$ cat src/rtl/core/fdfnv_pkg.sv
// ----------------------------------------------------------------------------
// fdfnv_pkg
// Types and constants for the length-prefixed frame deframer with FNV-1a check.
// ----------------------------------------------------------------------------
package fdfnv_pkg;

    localparam int unsigned ADDR_W = 3;

    localparam logic [31:0] FRAME_MAGIC = 32'h4D55_4F4E;
    localparam logic [31:0] FNV_BASIS   = 32'd2166136261;
    localparam logic [31:0] FNV_PRIME   = 32'd16777619;

    localparam int unsigned HEADER_BYTES  = 12;
    localparam int unsigned TRAILER_BYTES = 4;

    localparam logic [15:0] VERSION_RESET = 16'd1;
    localparam logic [23:0] MAX_LEN_RESET = 24'd1048576;

    // register indexes on the APB port (word address)
    localparam logic REG_VERSION = 1'b0;
    localparam logic REG_MAX_LEN = 1'b1;

    typedef logic [2:0] t_err;
    localparam t_err ERR_NONE     = 3'd0;
    localparam t_err ERR_MAGIC    = 3'd1;
    localparam t_err ERR_VERSION  = 3'd2;
    localparam t_err ERR_TOO_LONG = 3'd3;
    localparam t_err ERR_CHECKSUM = 3'd4;

    typedef enum logic [1:0] {
        PH_HEADER,
        PH_PAYLOAD,
        PH_TRAILER
    } t_phase;

    typedef struct packed {
        logic        payload_valid;
        logic [7:0]  payload_byte;
        logic [15:0] frame_key;
        logic [23:0] payload_length;
        logic        frame_end;
        logic        frame_ok;
        t_err        err_code;
        logic        closed;
    } t_result;

endpackage

$ cat src/rtl/core/frame_deframer_fnv_check.sv
// ----------------------------------------------------------------------------
// frame_deframer_fnv_check
// Byte-wide deframer: header parse, payload pass-through with FNV-1a-32 hash,
// trailer compare, sticky error state.
// ----------------------------------------------------------------------------
// Output: each accepted byte's result word is formed combinationally and registered.
// Throughput: 1 byte per cycle while o_in_stall is low; the hash multiply and counter
// update sit in one stage between the accepted byte and the output register.
// A two-entry output (register plus skid) takes one more word under output stall.
// Reset (synchronous, active low): header phase, counters and shifts cleared,
// hash at offset basis, error cleared, registers at their defaults.
module frame_deframer_fnv_check #(
    parameter int unsigned LENGTH_BITS = 24
) (
    input  logic                           i_clk,
    input  logic                           i_rst_n,

    input  logic                           i_in_valid,
    output logic                           o_in_stall,
    input  logic [7:0]                     i_rx_byte,

    output logic                           o_out_valid,
    input  logic                           i_out_stall,
    output logic                           o_payload_valid,
    output logic [7:0]                     o_payload_byte,
    output logic [15:0]                    o_frame_key,
    output logic [23:0]                    o_payload_length,
    output logic                           o_frame_end,
    output logic                           o_frame_ok,
    output logic [2:0]                     o_err_code,
    output logic                           o_closed,

    input  logic                           psel,
    input  logic                           penable,
    input  logic                           pwrite,
    input  logic [fdfnv_pkg::ADDR_W-1:0]   paddr,
    input  logic [31:0]                    pwdata,
    output logic [31:0]                    prdata,
    output logic                           pready
);

    localparam logic [31:0] LenMask = 32'((64'd1 << LENGTH_BITS) - 64'd1);

    // ---------------- configuration ----------------
    logic [15:0] r_protocol_version;
    logic [23:0] r_max_payload_size;
    logic        cfg_wr;

    assign pready = 1'b1;
    assign cfg_wr = psel & penable & pwrite & pready;

    always_ff @(posedge i_clk) begin
        if (!i_rst_n) begin
            r_protocol_version <= fdfnv_pkg::VERSION_RESET;
            r_max_payload_size <= fdfnv_pkg::MAX_LEN_RESET;
        end else if (cfg_wr) begin
            case (paddr[2])
                fdfnv_pkg::REG_VERSION: r_protocol_version <= pwdata[15:0];
                fdfnv_pkg::REG_MAX_LEN: r_max_payload_size <= pwdata[23:0];
                default: ;
            endcase
        end
    end

    always_comb begin
        case (paddr[2])
            fdfnv_pkg::REG_VERSION: prdata = {16'd0, r_protocol_version};
            fdfnv_pkg::REG_MAX_LEN: prdata = {8'd0, r_max_payload_size};
            default:                prdata = 32'd0;
        endcase
    end

    // ---------------- parser state ----------------
    fdfnv_pkg::t_phase        r_phase, n_phase;
    logic [LENGTH_BITS-1:0]   r_byte_cnt, n_byte_cnt;
    logic [31:0]              r_magic, n_magic;
    logic [15:0]              r_version, n_version;
    logic [15:0]              r_key, n_key;
    logic [31:0]              r_length, n_length;
    logic [31:0]              r_hash, n_hash;
    logic [31:0]              r_trailer, n_trailer;
    fdfnv_pkg::t_err          r_sticky, n_sticky;

    fdfnv_pkg::t_result       result;
    fdfnv_pkg::t_result       r_out, r_skid;
    logic                     r_out_valid, r_skid_valid;
    logic                     in_accept;
    logic                     out_take;

    logic [31:0]              limit;
    logic [31:0]              len_masked;
    logic [31:0]              hash_mix;
    logic [LENGTH_BITS-1:0]   cnt_inc;
    logic                     fend, fok;

    assign in_accept = i_in_valid & ~r_skid_valid;
    assign out_take  = r_out_valid & ~i_out_stall;

    assign limit    = ({8'd0, r_max_payload_size} < LenMask) ?
                      {8'd0, r_max_payload_size} : LenMask;
    assign hash_mix = 32'((r_hash ^ {24'd0, i_rx_byte}) * fdfnv_pkg::FNV_PRIME);
    assign cnt_inc  = r_byte_cnt + LENGTH_BITS'(1);

    always_comb begin
        n_phase    = r_phase;
        n_byte_cnt = r_byte_cnt;
        n_magic    = r_magic;
        n_version  = r_version;
        n_key      = r_key;
        n_length   = r_length;
        n_hash     = r_hash;
        n_trailer  = r_trailer;
        n_sticky   = r_sticky;
        fend       = 1'b0;
        fok        = 1'b0;
        result.payload_valid = 1'b0;
        result.payload_byte  = 8'd0;

        if (in_accept && r_sticky == fdfnv_pkg::ERR_NONE) begin
            case (r_phase)
                fdfnv_pkg::PH_HEADER: begin
                    if (r_byte_cnt < LENGTH_BITS'(4)) begin
                        n_magic = {r_magic[23:0], i_rx_byte};
                    end else if (r_byte_cnt < LENGTH_BITS'(6)) begin
                        n_version = {r_version[7:0], i_rx_byte};
                    end else if (r_byte_cnt < LENGTH_BITS'(8)) begin
                        n_key = {r_key[7:0], i_rx_byte};
                    end else begin
                        n_length = {r_length[23:0], i_rx_byte};
                    end
                    if (r_byte_cnt >= LENGTH_BITS'(fdfnv_pkg::HEADER_BYTES - 1)) begin
                        n_byte_cnt = '0;
                        n_hash     = fdfnv_pkg::FNV_BASIS;
                        n_trailer  = 32'd0;
                        // checks in priority order: magic, version, length
                        if (r_magic != fdfnv_pkg::FRAME_MAGIC) begin
                            n_sticky = fdfnv_pkg::ERR_MAGIC;
                        end else if (r_version != r_protocol_version) begin
                            n_sticky = fdfnv_pkg::ERR_VERSION;
                        end else if (n_length > limit) begin
                            n_sticky = fdfnv_pkg::ERR_TOO_LONG;
                        end else if (n_length == 32'd0) begin
                            n_phase = fdfnv_pkg::PH_TRAILER;
                        end else begin
                            n_phase = fdfnv_pkg::PH_PAYLOAD;
                        end
                    end else begin
                        n_byte_cnt = cnt_inc;
                    end
                end
                fdfnv_pkg::PH_PAYLOAD: begin
                    result.payload_valid = 1'b1;
                    result.payload_byte  = i_rx_byte;
                    n_hash     = hash_mix;
                    n_byte_cnt = cnt_inc;
                    if (cnt_inc >= r_length[LENGTH_BITS-1:0]) begin
                        n_byte_cnt = '0;
                        n_phase    = fdfnv_pkg::PH_TRAILER;
                    end
                end
                fdfnv_pkg::PH_TRAILER: begin
                    n_trailer = {r_trailer[23:0], i_rx_byte};
                    if (r_byte_cnt >= LENGTH_BITS'(fdfnv_pkg::TRAILER_BYTES - 1)) begin
                        fend = 1'b1;
                        fok  = (n_trailer == r_hash);
                        if (!fok) begin
                            n_sticky = fdfnv_pkg::ERR_CHECKSUM;
                        end
                        n_byte_cnt = '0;
                        n_hash     = fdfnv_pkg::FNV_BASIS;
                        n_phase    = fdfnv_pkg::PH_HEADER;
                    end else begin
                        n_byte_cnt = cnt_inc;
                    end
                end
                default: begin
                    n_phase = fdfnv_pkg::PH_HEADER;
                end
            endcase
        end

        len_masked            = n_length & LenMask;
        result.frame_key      = n_key;
        result.payload_length = len_masked[23:0];
        result.frame_end      = fend;
        result.frame_ok       = fok;
        result.err_code       = n_sticky;
        result.closed         = (n_sticky != fdfnv_pkg::ERR_NONE);
    end

    always_ff @(posedge i_clk) begin
        if (!i_rst_n) begin
            r_phase    <= fdfnv_pkg::PH_HEADER;
            r_byte_cnt <= '0;
            r_magic    <= 32'd0;
            r_version  <= 16'd0;
            r_key      <= 16'd0;
            r_length   <= 32'd0;
            r_hash     <= fdfnv_pkg::FNV_BASIS;
            r_trailer  <= 32'd0;
            r_sticky   <= fdfnv_pkg::ERR_NONE;
        end else begin
            r_phase    <= n_phase;
            r_byte_cnt <= n_byte_cnt;
            r_magic    <= n_magic;
            r_version  <= n_version;
            r_key      <= n_key;
            r_length   <= n_length;
            r_hash     <= n_hash;
            r_trailer  <= n_trailer;
            r_sticky   <= n_sticky;
        end
    end

    // ---------------- output register + skid ----------------
    always_ff @(posedge i_clk) begin
        if (!i_rst_n) begin
            r_out_valid  <= 1'b0;
            r_skid_valid <= 1'b0;
        end else if (!r_out_valid || out_take) begin
            if (r_skid_valid) begin
                r_out_valid  <= 1'b1;
                r_skid_valid <= 1'b0;
            end else begin
                r_out_valid <= in_accept;
            end
        end else if (in_accept) begin
            r_skid_valid <= 1'b1;
        end
    end

    always_ff @(posedge i_clk) begin
        if (!r_out_valid || out_take) begin
            r_out <= r_skid_valid ? r_skid : result;
        end else if (in_accept) begin
            r_skid <= result;
        end
    end

    assign o_in_stall       = r_skid_valid;
    assign o_out_valid      = r_out_valid;
    assign o_payload_valid  = r_out.payload_valid;
    assign o_payload_byte   = r_out.payload_byte;
    assign o_frame_key      = r_out.frame_key;
    assign o_payload_length = r_out.payload_length;
    assign o_frame_end      = r_out.frame_end;
    assign o_frame_ok       = r_out.frame_ok;
    assign o_err_code       = r_out.err_code;
    assign o_closed         = r_out.closed;

    // ---------------- assertions ----------------
    a_skid_behind_out: assert property (@(posedge i_clk) disable iff (!i_rst_n)
        r_skid_valid |-> r_out_valid)
        else $error("skid entry held with empty output register");

    a_error_sticky: assert property (@(posedge i_clk) disable iff (!i_rst_n)
        (r_sticky != fdfnv_pkg::ERR_NONE) |=> $stable(r_sticky))
        else $error("sticky error changed after close");

    a_closed_no_payload: assert property (@(posedge i_clk) disable iff (!i_rst_n)
        (o_out_valid && o_closed) |-> (!o_payload_valid && !o_frame_ok))
        else $error("payload or good frame reported while closed");

    a_ok_needs_end: assert property (@(posedge i_clk) disable iff (!i_rst_n)
        (o_out_valid && o_frame_ok) |-> (o_frame_end && o_err_code == fdfnv_pkg::ERR_NONE))
        else $error("frame_ok without frame_end or with error");

    a_payload_phase: assert property (@(posedge i_clk) disable iff (!i_rst_n)
        (in_accept && r_phase == fdfnv_pkg::PH_PAYLOAD && r_sticky == fdfnv_pkg::ERR_NONE)
        |-> (r_length != 32'd0))
        else $error("payload phase entered with zero length");

endmodule
$ cat config.mk
export PLATFORM = sky130hd
export DESIGN_NAME = frame_deframer_fnv_check
export DESIGN_NICKNAME = d
export VERILOG_FILES = /design/src/rtl/core/fdfnv_pkg.sv /design/src/rtl/core/frame_deframer_fnv_check.sv
export SDC_FILE = /design/constraint.sdc
export NUM_CORES = 1
export LEC_CHECK = 0
export BUFFER_PORTS_ARGS = -buffer_cell sky130_fd_sc_hd__buf_2
export CAP_MARGIN = 5
export CORE_MARGIN = 4
export CORE_UTILIZATION = 60
export CTS_CLUSTER_DIAMETER = 60
export CTS_CLUSTER_SIZE = 28
export DETAILED_ROUTE_END_ITERATION = 10
export PLACE_DENSITY = 0.86
export SLEW_MARGIN = 40
export SYNTH_ARGS = -nofsm -noshare
export SYNTH_HDL_FRONTEND = slang
export SYNTH_SLANG_ARGS = --single-unit
$ cat constraint.sdc
create_clock -name i_clk -period 9.75 [get_ports i_clk]
set_input_delay 0.975 -clock i_clk [delete_from_list [all_inputs] [get_ports i_clk]]
set_output_delay 0.975 -clock i_clk [all_outputs]
set_load 0.01 [all_outputs]
* Word-level counts from Yosys, hierarchy flattened
Index checks and enable logic that the tools add are counted.
** Cells by class
- Add/subtract/negate cells :: 1
- Multiply operators :: 1
- Div/mod/pow operators :: 0
- Order comparisons :: 8
- Equal/unequal tests :: 11
- Shift operators :: 0
- Mux-type cells :: 49
- Bitwise logic cells :: 11
- Reductions and logical operators :: 20
** Operators by type and width (count)
- 32-bit two-way mux :: 7
- 24-bit two-way mux :: 7
- 32-bit case mux with 3 select lines :: 1
- 16-bit two-way mux :: 5
- 24-bit case mux with 3 select lines :: 1
- 32-bit case mux with 2 select lines :: 1
- 55-bit two-way mux :: 1
- 24-bit by 3-bit < comparator with 1-bit output, second input constant :: 2
- 24-bit case mux with 2 select lines :: 1
- 32-bit equality test :: 1
- 32-bit by 24-bit greater-than comparator with 1-bit output :: 1
- 32-bit logical NOT :: 1
- 32-bit by 25-bit multiplier with 32-bit output, second input constant :: 1
- 32-bit by 31-bit != test with 1-bit output, second input constant :: 1
- 32-bit by 8-bit XOR with 32-bit output :: 1
- 24-bit by 1-bit adder with 24-bit output, second input constant :: 1
- 24-bit by 2-bit >= comparator with 1-bit output, second input constant :: 1
- 24-bit >= comparator :: 1
- 24-bit by 4-bit >= comparator with 1-bit output, second input constant :: 1
- 24-bit < comparator, second input constant :: 1
- 24-bit by 4-bit < comparator with 1-bit output, second input constant :: 1
- 3-bit two-way mux :: 7
- 9-bit two-way mux :: 2
- 16-bit != test :: 1
- other kinds (21) :: 53
** Word-level totals
- Register bits after elaboration :: 333
- Latch bits :: 0
- Bits in writable memories :: 0
- Bits in read-only memories :: 0
- Input bits :: 50
- Output and inout bits :: 90
- Word-level logic and storage cells :: 131
- Memories :: 0

* Longest topological paths before layout
Gate-level depths: netlist (run 1).
- Depth after elaboration :: 15
- Mapped depth :: 25
- Mapped depth without buffers :: 23

* Least setup slack after synthesis (run 1)
OpenSTA, ideal clock, no wires.
- Path type :: input-to-reg
- Start point :: input i_rx_byte[4]
- End point :: register r_hash[24]
- Library setup time :: 0.122 ns
- Arrival time :: 6.388 ns
- Data required time :: 9.628 ns
- Path slack :: 3.241 ns
- Stages on the path :: 22
- Buffers on the path :: 1
- Cells stage by stage :: clkbuf_1 xor2_1 ha_1 ha_1 fa_1 ha_1 inv_1 fa_1 inv_1 ha_1 inv_1 fa_1 inv_1 ha_1 a21o_1 a21o_1 a31o_2 o211ai_1 a21boi_0 o2111a_1 or4_1 o311a_1
** Between the ends
- Longest elaborated chain between the ends :: 3
** Ends and longest elaborated chain
- start: declaration :: line frame_deframer_fnv_check.sv:20 : input logic [7:0] i_rx_byte,
- 32-bit by 8-bit XOR with 32-bit output :: line frame_deframer_fnv_check.sv:101 : assign hash_mix = 32'((r_hash ^ {24'd0, i_rx_byte}) * fdfnv_pkg::FNV_PRIME);
- 32-bit by 25-bit multiplier with 32-bit output :: line frame_deframer_fnv_check.sv:101
- 32-bit case mux with 3 select lines :: line frame_deframer_fnv_check.sv:120 : case (r_phase)
- end signal: assignment :: line frame_deframer_fnv_check.sv:199 : r_hash <= fdfnv_pkg::FNV_BASIS;
- end signal: assignment :: line frame_deframer_fnv_check.sv:209 : r_hash <= n_hash;
- end: declaration :: line frame_deframer_fnv_check.sv:80 : logic [31:0] r_hash, n_hash;
Every way passes these cells.
A chain may end at the register's enable or synchronous reset.

* Worst setup path in the final report (run 1)
- Start point :: input i_rx_byte[7]
- End point :: register r_hash[31]
Same word-level chain as after synthesis.

==> summary.txt, run 1 <==
Status: completed
Max IR drop VDD: 161 uV
Crit start category: input port
Sequential fraction of the synthesis area: 36.4%
Vias per inst: 5.80
Clk root buf: clkbuf_16
Netlist cell types: 67
Postcts setup bufs: 0
Global Route Usage Sum: 25.9%
CTS tree: built
Count of final max-slew check failures: 0
Arr. time, crit path: 6.94 ns
Dpl ws: 2.71 ns
Hold Path Class: register to register
LEAKAGE: 10.8 nW
Register area: 0.00777 mm^2
Cell Pwr Density: 136 mW/mm^2
Synthesis Warnings: 0
Setup tns final: 0 ns
Max frequency: 154 MHz
H-tree levels: 1
Via count: 16.5k
Final setup vio count: 0
Clk Latency, worst-skew pair: 0.55 ns
Die Ht: 197 um
Mean post-synth cell area: 9.18 um^2
Die Area: 0.0386 mm^2
Fin. Hold Viols: 0
FF+latch count, synth: 333
Max-cap violation count: 0
Measured slew at the worst slew-check pin: 0.806 ns
Area of the mapped netlist: 0.0213 mm^2
I/O Buffers: 120
WL per Instance: 18.0 um
Vias in the first global route: 16.4k
Tmin final: 6.49 ns
Async set-reset flop share out of synthesis: 0%
DRT iter0 DRCs: 1,427
Share of cells above drive strength 1: 11.3%
I/O Pins: 140
Worst-path clk slew: 0.11 ns
Core ar.: 0.0348 mm^2
RSZ-0062 raised after global routing: no
Routability cong.: 0.953
Max FO, Critical Path: 8
GRT overflow: 0
Width of the chip: 197 um
Detailed Routing Iterations Pass 1: 6
HPWL Detailed: 37.8 mm
Clock Path Buffers: 3
Period utilisation layout: 66.6%
Main synth FF type: dfxtp_1
Row Count: 68
NumNets Final: 2,749
Final WS setup: 3.26 ns
TritonCTS Buffers: 21
Worst clock skew: 0.0305 ns
Worst Setup End Kind: register
Pin count of the biggest net entering global routing: 97
Antenna violations before repair: 0
ANT nets after route: 0
Top cell type's share of synthesized area: 20.9%
Cell taking the most area after synthesis: dfxtp_1
Critical path required time: 10.20 ns
Area growth syn-to-layout: 8.14%
# hold bufs at CTS: 0
DRT Wirelength: 51.4 mm
Resized Gates After CTS: 0
Worst rel slew slack: 46.3%
Multi-input gate area in the final layout: 0.0118 mm^2
DRC: 0
Post-synth EDFFs: 110
Syn Inst Count: 2,322
Critical path class: input port to register
Clock sink count: 333
Initial Util: 61.3%
First-pass GRT wire length: 83.0 mm
Area contributors post-synth: dfxtp_1, edfxtp_1, ha_1, fa_1, inv_1
Fillers: 2,601
-- metal layers --
metal | wire (um) | track usage, % | share of wire, %
met3 | 3570 | 3.32 | 6.9
met4 | 1780 | 8.97 | 3.5
met2 | 25100 | 44.0 | 49
met1 | 21000 | 34.5 | 41
met5 | 0 | 0 | 0
-- synth_stat cells (26+ instances only) --
cell and count:
mux2i_1 41, fa_1 74, nand3_1 64, dfxtp_1 223
clkbuf_1 89, o21ai_0 56, a21oi_1 171, mux2_2 74
xor2_1 26, nor2_1 75, xnor2_1 72, nand2_1 296
ha_1 243, edfxtp_1 110, nand4_1 28, and2_1 47
inv_1 362, a21o_1 34
-- layout by cell type, fill, tap and decap left out, types with 22 or more instances in the layout --
cell type	n
edfxtp_1	110
xor2_1	24
and2_1	47
mux2_2	74
a21o_1	34
clkbuf_16	22
nand3_1	64
ha_1	243
nand4_1	28
buf_2	120
nand2_1	294
xnor2_1	72
o21ai_0	56
nor2_1	72
a21oi_1	171
dfxtp_1	222
inv_1	361
fa_1	74
mux2i_1	41
-- final timing paths --
kind / startpoint / end / slack (ns) / cells after the start
worst max register to register: r_hash[3]$_SDFFE_PN0P_ / r_hash[24]$_SDFFE_PN1P_ / 3.64 / 21
worst min register to register: r_magic[23]$_SDFFE_PN0P_ / r_magic[31]$_SDFFE_PN0P_ / 0.47 / 2
worst max-delay path: i_rx_byte[7] / r_hash[31]$_SDFFE_PN1P_ / 3.26 / 24
worst min-delay path: r_magic[23]$_SDFFE_PN0P_ / r_magic[31]$_SDFFE_PN0P_ / 0.47 / 2
-- cell families (layout without fill, tap and decap cells) --
kind of cell | Yosys count | count (layout) | share of synthesized area (%)
buffers and inverters | 471 | 539 | 8.49
muxes | 115 | 115 | 5.83
adders and majority gates | 317 | 317 | 21.2
DFF | 333 | 333 | 36.4
and+or+nand+nor | 635 | 635 | 14.2
other | 2 | 10 | 0.0352
xor gates and xnor gates | 98 | 98 | 4.02
AOI/OAI and AO/OA | 351 | 351 | 9.80
-- state kept, by name, indices dropped and copies added, names as in the netlist, 8 cells and up --
signal and flops:
o_payload_length 24, o_frame_key 16, r_version 16, r_key 16, r_skid 55, r_hash 32, r_trailer 24, r_length 32
r_magic 32, r_byte_cnt 24, r_max_payload_size 24, o_payload_byte 8, r_protocol_version 16
-- power by group --
part,switching [mW],internal [mW],leakage [nW]
combinational,0.397,0.262,7.43
sequential,0.0123,1.45,2.94
clock,0.553,0.466,0.378
total,0.963,2.18,10.8
-- cell type report --
type                       count  share of cell area, %
multi-input combinational   1525                   51.3
clock inverter                14                  0.944
tap                          455                   2.47
antenna                        1                 0.0109
sequential                   333                   33.7
timing repair buffer         138                   3.21
inverter                     363                   5.92
clock buffer                  24                   2.46
-- per-stage QoR --
step | total power, mW | util (%) | instance area [um^2] | instances | hold slack (ns)
after global placement | 2.12 | 63.8 | 22200 | 2810 | 0.439
after floorplan | 1.99 | - | 21400 | 2329 | 0.431
after global routing | 3.30 | 66.3 | 23100 | 2852 | 0.490
after detailed placement | 2.15 | 64.0 | 22300 | 2814 | 0.450
after CTS | 3.15 | 66.3 | 23100 | 2852 | 0.466
final | 3.14 | 66.3 | 23100 | 2853 | 0.465
-- worst max-delay path, cell delays in order --
cell       delay, ns
buf_2           0.33
xor2_2          0.62
ha_1            0.36
ha_1            0.27
inv_1           0.05
fa_1            0.46
inv_1           0.07
ha_1            0.13
inv_1           0.06
fa_1            0.53
inv_1           0.04
ha_1            0.27
inv_1           0.05
fa_1            0.52
inv_1           0.04
ha_1            0.35
a21oi_1         0.26
nor2_1          0.08
o21a_1          0.20
nor3b_1         0.29
a21oi_1         0.14
nor3_1          0.40
a2111oi_0       0.19
a211oi_1        0.22
No activity file was read; power rests on OpenSTA's default activity.
==> run 2, diff against run 1 <==
ABC_AREA = 1   (was not set)
CORE_UTILIZATION = 56   (was 60)
PLACE_DENSITY = 0.84   (was 0.86)
clock period = 5.7 ns   (was 9.75 ns; I/O delays follow)
==> summary.txt, run 2 <==
Status: completed
Most frequent cells in the layout: inv_1, nand2_1, nor2_1, ha_1, dfxtp_1
FF+latch count, synth: 333
Clk root buf: clkbuf_16
Postcts setup bufs: 0
Routability cong.: 0.980
RSZ-0062 raised after global routing: no
Worst clock skew: 0.0254 ns
Final WS setup: 0.285 ns
Reg2reg end: r_hash[15]$_SDFFE_PN1P_
Net Sw Frac: 33.7%
Area contributors post-synth: dfxtp_1, edfxtp_1, ha_1, inv_1, nand2_1
Synth Area in Simple Gates: 17.0%
DRC: 0
Hold Path Class: input port to register
WL per Instance: 16.8 um
Netlist cell types: 50
Measured slew at the worst slew-check pin: 0.815 ns
Via count: 18.7k
# diodes: 0
Synth top cells by count: inv_1, nand2_1, nor2_1, ha_1, dfxtp_1
Max IR drop VDD: 193 uV
Die Ht: 207 um
Syn Inst Count: 2,792
Die Area: 0.0426 mm^2
Largest family of logic cells by synthesized area: adder cells
Min-Delay Endpoint: r_protocol_version[0]$_SDFFE_PN1P_
Max FO, Critical Path: 5
Hold path cells: 3
Global Route Usage Sum: 26.9%
CTS tree: built
Post-synth EDFFs: 110
TritonCTS Buffers: 26
LEAKAGE: 11.9 nW
Async set-reset flop share out of synthesis: 0%
Clock sink count: 333
Crit start category: register
Int Pwr: 4.09 mW
ANT nets after route: 0
Core ar.: 0.0388 mm^2
Count of final max-slew check failures: 0
Final setup vio count: 0
Worst rel slew slack: 45.5%
Row Count: 72
Area post-placement: 0.0232 mm^2
Width of the chip: 207 um
Cell Pwr Density: 255 mW/mm^2
Dpl ws: -0.0571 ns
Top cell type's share of synthesized area: 20.2%
Area of the mapped netlist: 0.0221 mm^2
I/O Pins: 140
Period utilisation layout: 95.0%
Antenna violations before repair: 0
First-pass GRT wire length: 92.9 mm
Worst Setup End Kind: register
H-tree levels: 1
Number of flip-flops in the largest register: 55
Synthesis Warnings: 0
Cell taking the most area after synthesis: dfxtp_1
Fillers: 3,314
NumNets Final: 3,255
Tmin final: 5.41 ns
Max-cap violation count: 0
Psw: 2.08 mW
R2R depth: 23
I/O Buffers: 120
Critical path class: register to register
Biggest register: r_skid
Clock power share: 32.4%
Sequential fraction of the synthesis area: 35.2%
Fin. Hold Viols: 0
Initial Util: 56.8%
Reg power frac: 42.0%
Most common cell in the netlist: inv_1
GRT overflow: 0
Critical path required time: 6.13 ns
Setup tns final: 0 ns
Share of cells above drive strength 1: 9.35%
Clk Latency, worst-skew pair: 0.57 ns
Vias per inst: 5.45
Hold_sp: pwdata[0]
Mean post-synth cell area: 7.90 um^2
Max frequency: 185 MHz
Combinational power share: 25.6%
DRT Wirelength: 57.5 mm
Mux cell area share after synthesis: 0.0510%
Worst-path clk slew: 0.09 ns
Fin area: 0.0242 mm^2
Crit Reg-Reg Startpoint: r_hash[3]$_SDFFE_PN0P_
Adder-cell share of the synthesized area: 20.5%
Compound-gate portion of the synthesized area: 11.8%
HPWL Detailed: 44.6 mm
Clock Path Buffers: 3
Commonest non-fill, non-tap cell in the layout: inv_1
Reg2reg setup slack: 0.29 ns
Main synth FF type: dfxtp_1
Synth Area in XOR/XNOR: 2.98%
Arr. time, crit path: 5.84 ns
DRT iter0 DRCs: 1,786
Area growth syn-to-layout: 9.73%
Final core occ: 62.4%
Pin count of the biggest net entering global routing: 97
Vias in the first global route: 18.4k
Detailed Routing Iterations Pass 1: 6
## run 2: cell count changes in the layout (fill, tap and decap cells not counted), moves of 17 or more
cell	previous run	this run
and2_1	47	0
mux2_2	74	1
o21ai_0	56	182
xor2_1	24	42
nand2_1	294	447
o21ai_1	0	48
a21o_1	34	7
inv_1	361	585
or3_1	18	0
a211oi_1	8	25
buf_4	17	41
mux2i_1	41	0
nor2_1	72	247
xnor2_1	72	30
## run 2: worst max-delay path by stage
stage | from | to | slack [ns] | cells past startpoint
after floorplan | i_rx_byte[7] | r_hash[26]$_SDFFE_PN0P_ | 0.52 | 26
after global placement | i_rx_byte[3] | r_hash[23]$_SDFFE_PN0P_ | 0.08 | 25
after detailed placement | i_rx_byte[2] | r_hash[15]$_SDFFE_PN1P_ | -0.06 | 24
after CTS | r_hash[7]$_SDFFE_PN1P_ | r_hash[31]$_SDFFE_PN1P_ | 0.33 | 25
after global routing | r_hash[6]$_SDFFE_PN1P_ | r_hash[26]$_SDFFE_PN0P_ | 0.008 | 28
final | r_hash[3]$_SDFFE_PN0P_ | r_hash[15]$_SDFFE_PN1P_ | 0.29 | 23
## run 2: logic make-up after synthesis
kind of cell             after synthesis
AND/OR/NAND/NOR                      883
XOR/XNOR                              75
flip-flops                           333
AO/OA/AOI/OAI                        480
other                                  2
buffers and inverters                701
adder cells (fa/ha/maj)              317
multiplexers                           1
## run 2: metrics by stage
stage	total power [mW]	hold slack, ns	cells
floorplan	3.69	0.441	2799
global placement	4.13	0.460	3375
detailed placement	4.18	0.467	3377
CTS	6.16	0.226	3425
global route	6.51	0.236	3426
finish	6.16	0.248	3426
## run 2: repair_timing
action | 4_1_cts | 5_1_grt
hold buffers | 0 | 0
resized for setup | 0 | 8
endpoints found under the setup margin | 0 | 10
## run 2: per-layer routing
metal	routed length [um]	GRT usage [%]	vias up
li1	-	-	9077
met1	24000	35.4	8771
met2	27200	45.6	676
met3	4010	3.61	139
met4	2230	9.93	0
met5	0	0	-
## run 2: final cells by class
class | count | area [um^2] | area share (%)
Clock inverter | 21 | 284 | 1.17
Timing Repair Buffer | 166 | 973 | 4.02
Clock buffer | 27 | 676 | 2.79
Inverter | 596 | 2240 | 9.25
Tap cell | 518 | 648 | 2.68
Multi-Input combinational cell | 1765 | 11600 | 48.0
Sequential cell | 333 | 7770 | 32.1
## run 2: power groups by stage
stage	registers, mW	clock network [mW]	logic [mW]
after detailed placement	2.64	0	1.54
final	2.59	2.00	1.58
after global routing	2.60	2.12	1.79
after global placement	2.64	0	1.49
after CTS	2.59	2.02	1.55
after floorplan	2.65	0	1.05
## run 2: critical path, cell delays in order, from the launching register on
cell and delay [ns]:
dfxtp_1 0.33, xnor2_1 0.24, inv_2 0.15, ha_1 0.30
ha_1 0.34, fa_1 0.56, ha_1 0.14, inv_1 0.06
fa_1 0.52, inv_1 0.04, ha_1 0.27, inv_1 0.05
fa_1 0.52, inv_1 0.04, ha_1 0.36, nand2_1 0.11
nor2_1 0.17, nand3_1 0.10, nand3_1 0.22, inv_1 0.08
a21oi_1 0.13, o21ai_0 0.23, a21oi_1 0.19, o21ai_0 0.11
==> run 3, diff against run 2 <==
MAX_ROUTING_LAYER = met4   (was not set)
==> summary.txt, run 3 (same netlist as run 2, synthesis figures left out) <==
Status: completed
Global Route Usage Sum: 27.8%
Pin count of the biggest net entering global routing: 97
Max frequency: 186 MHz
Max FO, Critical Path: 5
First-pass GRT wire length: 92.5 mm
Number of flip-flops in the largest register: 55
Delay of the slowest cell on the worst path: 0.56 ns
HPWL Detailed: 45.0 mm
Clk root buf: clkbuf_16
Fillers: 3,276
Worst path cell trace: xnor2_2 -> inv_2 -> ha_1 -> ha_1 -> fa_1 -> ha_1 -> inv_1 -> fa_1 -> inv_1 -> ha_1 -> inv_1 -> fa_1 -> inv_1 -> ha_1 -> nand2_1 -> nor2_1 -> nand3_1 -> nand3_1 -> a21oi_1 -> or2_2 -> nand3b_1 -> nand3_1 -> a21oi_1
DRT iter0 DRCs: 1,691
Reg2reg end: r_hash[23]$_SDFFE_PN0P_
Placed insts: 3,385
Initial Util: 56.8%
Vias in the first global route: 18.1k
Crit start category: register
Reg power frac: 41.1%
Clk Latency, worst-skew pair: 0.60 ns
Hold_sp: pwdata[20]
Worst-path clk slew: 0.09 ns
DRC: 0
Die Area: 0.0426 mm^2
Max IR drop VDD: 187 uV
Setup tns final: 0 ns
Critical path required time: 6.19 ns
Via count: 18.5k
WL per Instance: 17.0 um
Width of the chip: 207 um
Worst clock skew: 0.0348 ns
Tmin final: 5.36 ns
Share of cells above drive strength 1: 9.67%
Worst rel slew slack: 44.5%
Postcts setup bufs: 0
Crit Reg-Reg Startpoint: r_hash[2]$_SDFFE_PN1P_
Resized Gates After CTS: 0
Biggest register: r_skid
Final WS setup: 0.337 ns
Row Count: 72
Layout Cells excl Fill: 3,434
Cell Pwr Density: 258 mW/mm^2
Psw: 2.16 mW
Int Pwr: 4.13 mW
Cell mode on critical path: ha_1
Clock Path Buffers: 3
Worst setup path endpoint: r_hash[23]$_SDFFE_PN0P_
Period utilisation layout: 94.1%
Detailed Routing Iterations Pass 1: 6
Max-cap violation count: 0
CTS tree: built
Fin. Hold Viols: 0
I/O Buffers: 120
Routability cong.: 0.988
R2R depth: 23
I/O Pins: 140
LEAKAGE: 12.0 nW
Combinational power share: 25.2%
H-tree levels: 1
Antenna violations before repair: 0
Final setup vio count: 0
Die Ht: 207 um
Commonest non-fill, non-tap cell in the layout: inv_1
# hold bufs at CTS: 0
Vias per inst: 5.40
Hold path cells: 3
Hold Path Class: input port to register
DRT Wirelength: 58.3 mm
Total power: 6.30 mW
Worst Setup End Kind: register
# diodes: 0
Net Sw Frac: 34.4%
Measured slew at the worst slew-check pin: 0.831 ns
Core ar.: 0.0388 mm^2
NumNets Final: 3,263
Arr. time, crit path: 5.86 ns
Clock power share: 33.6%
Reg2reg setup slack: 0.34 ns
RSZ-0062 raised after global routing: no
Area growth syn-to-layout: 10.4%
Dpl ws: -0.107 ns
TritonCTS Buffers: 26
Most frequent cells in the layout: inv_1, nand2_1, nor2_1, ha_1, dfxtp_1
Fin area: 0.0244 mm^2
ANT nets after route: 0
CP max-delay cell: fa_1
Count of final max-slew check failures: 0
Clock sink count: 333
Area post-placement: 0.0233 mm^2
Critical path class: register to register
Critical path origin: r_hash[2]$_SDFFE_PN1P_
GRT overflow: 0
-- run 3: layout make-up --
cell class / instances / area [um^2] / area share (%)
clock buffer: 28 / 679 / 2.79
clock inverter: 20 / 372 / 1.52
inverter: 596 / 2240 / 9.20
multi-input combinational: 1765 / 11600 / 47.7
sequential: 333 / 7770 / 31.9
tap: 518 / 648 / 2.66
timing repair buffer: 174 / 1030 / 4.24
-- run 3: routing by layer --
layer	routed length (um)	track usage [%]	vias to the layer above
met2	27300	45.4	669
met1	24300	35.4	8662
li1	-	-	9074
met5	0	-	-
met3	4070	3.34	141
met4	2580	11.3	0
-- run 3: per-stage QoR --
stage	util, %	hold slack [ns]
floorplan	-	0.441
global placement	59.9	0.460
detailed placement	59.9	0.461
CTS	62.6	0.195
global route	62.8	0.200
finish	62.8	0.211
-- run 3: worst min path at each step --
stage / endpoint / slack, ns
6_report: r_max_payload_size[20]$_SDFFE_PN1P_ / 0.21
2_1_floorplan: r_magic[14]$_SDFFE_PN0P_ / 0.44
5_1_grt: r_max_payload_size[20]$_SDFFE_PN1P_ / 0.20
3_3_place_gp: r_magic[14]$_SDFFE_PN0P_ / 0.46
4_1_cts: r_max_payload_size[20]$_SDFFE_PN1P_ / 0.20
3_5_place_dp: r_magic[14]$_SDFFE_PN0P_ / 0.46
-- run 3: power groups by stage --
stage | clock network, mW | registers, mW | logic (mW)
final | 2.12 | 2.59 | 1.59
after global routing | 2.26 | 2.60 | 1.80
after CTS | 2.14 | 2.59 | 1.56
after detailed placement | 0 | 2.64 | 1.55
after global placement | 0 | 2.64 | 1.51
after floorplan | 0 | 2.65 | 1.05
-- run 3: critical path: cells and delay by family, from the launching register on --
kind	cells	cell delay [ns]
xor gates and xnor gates	1	0.20
buffers and inverters	5	0.31
DFF	1	0.36
and+or+nand+nor	7	1.06
adders and majority gates	8	3.05
AOI/OAI and AO/OA	2	0.27
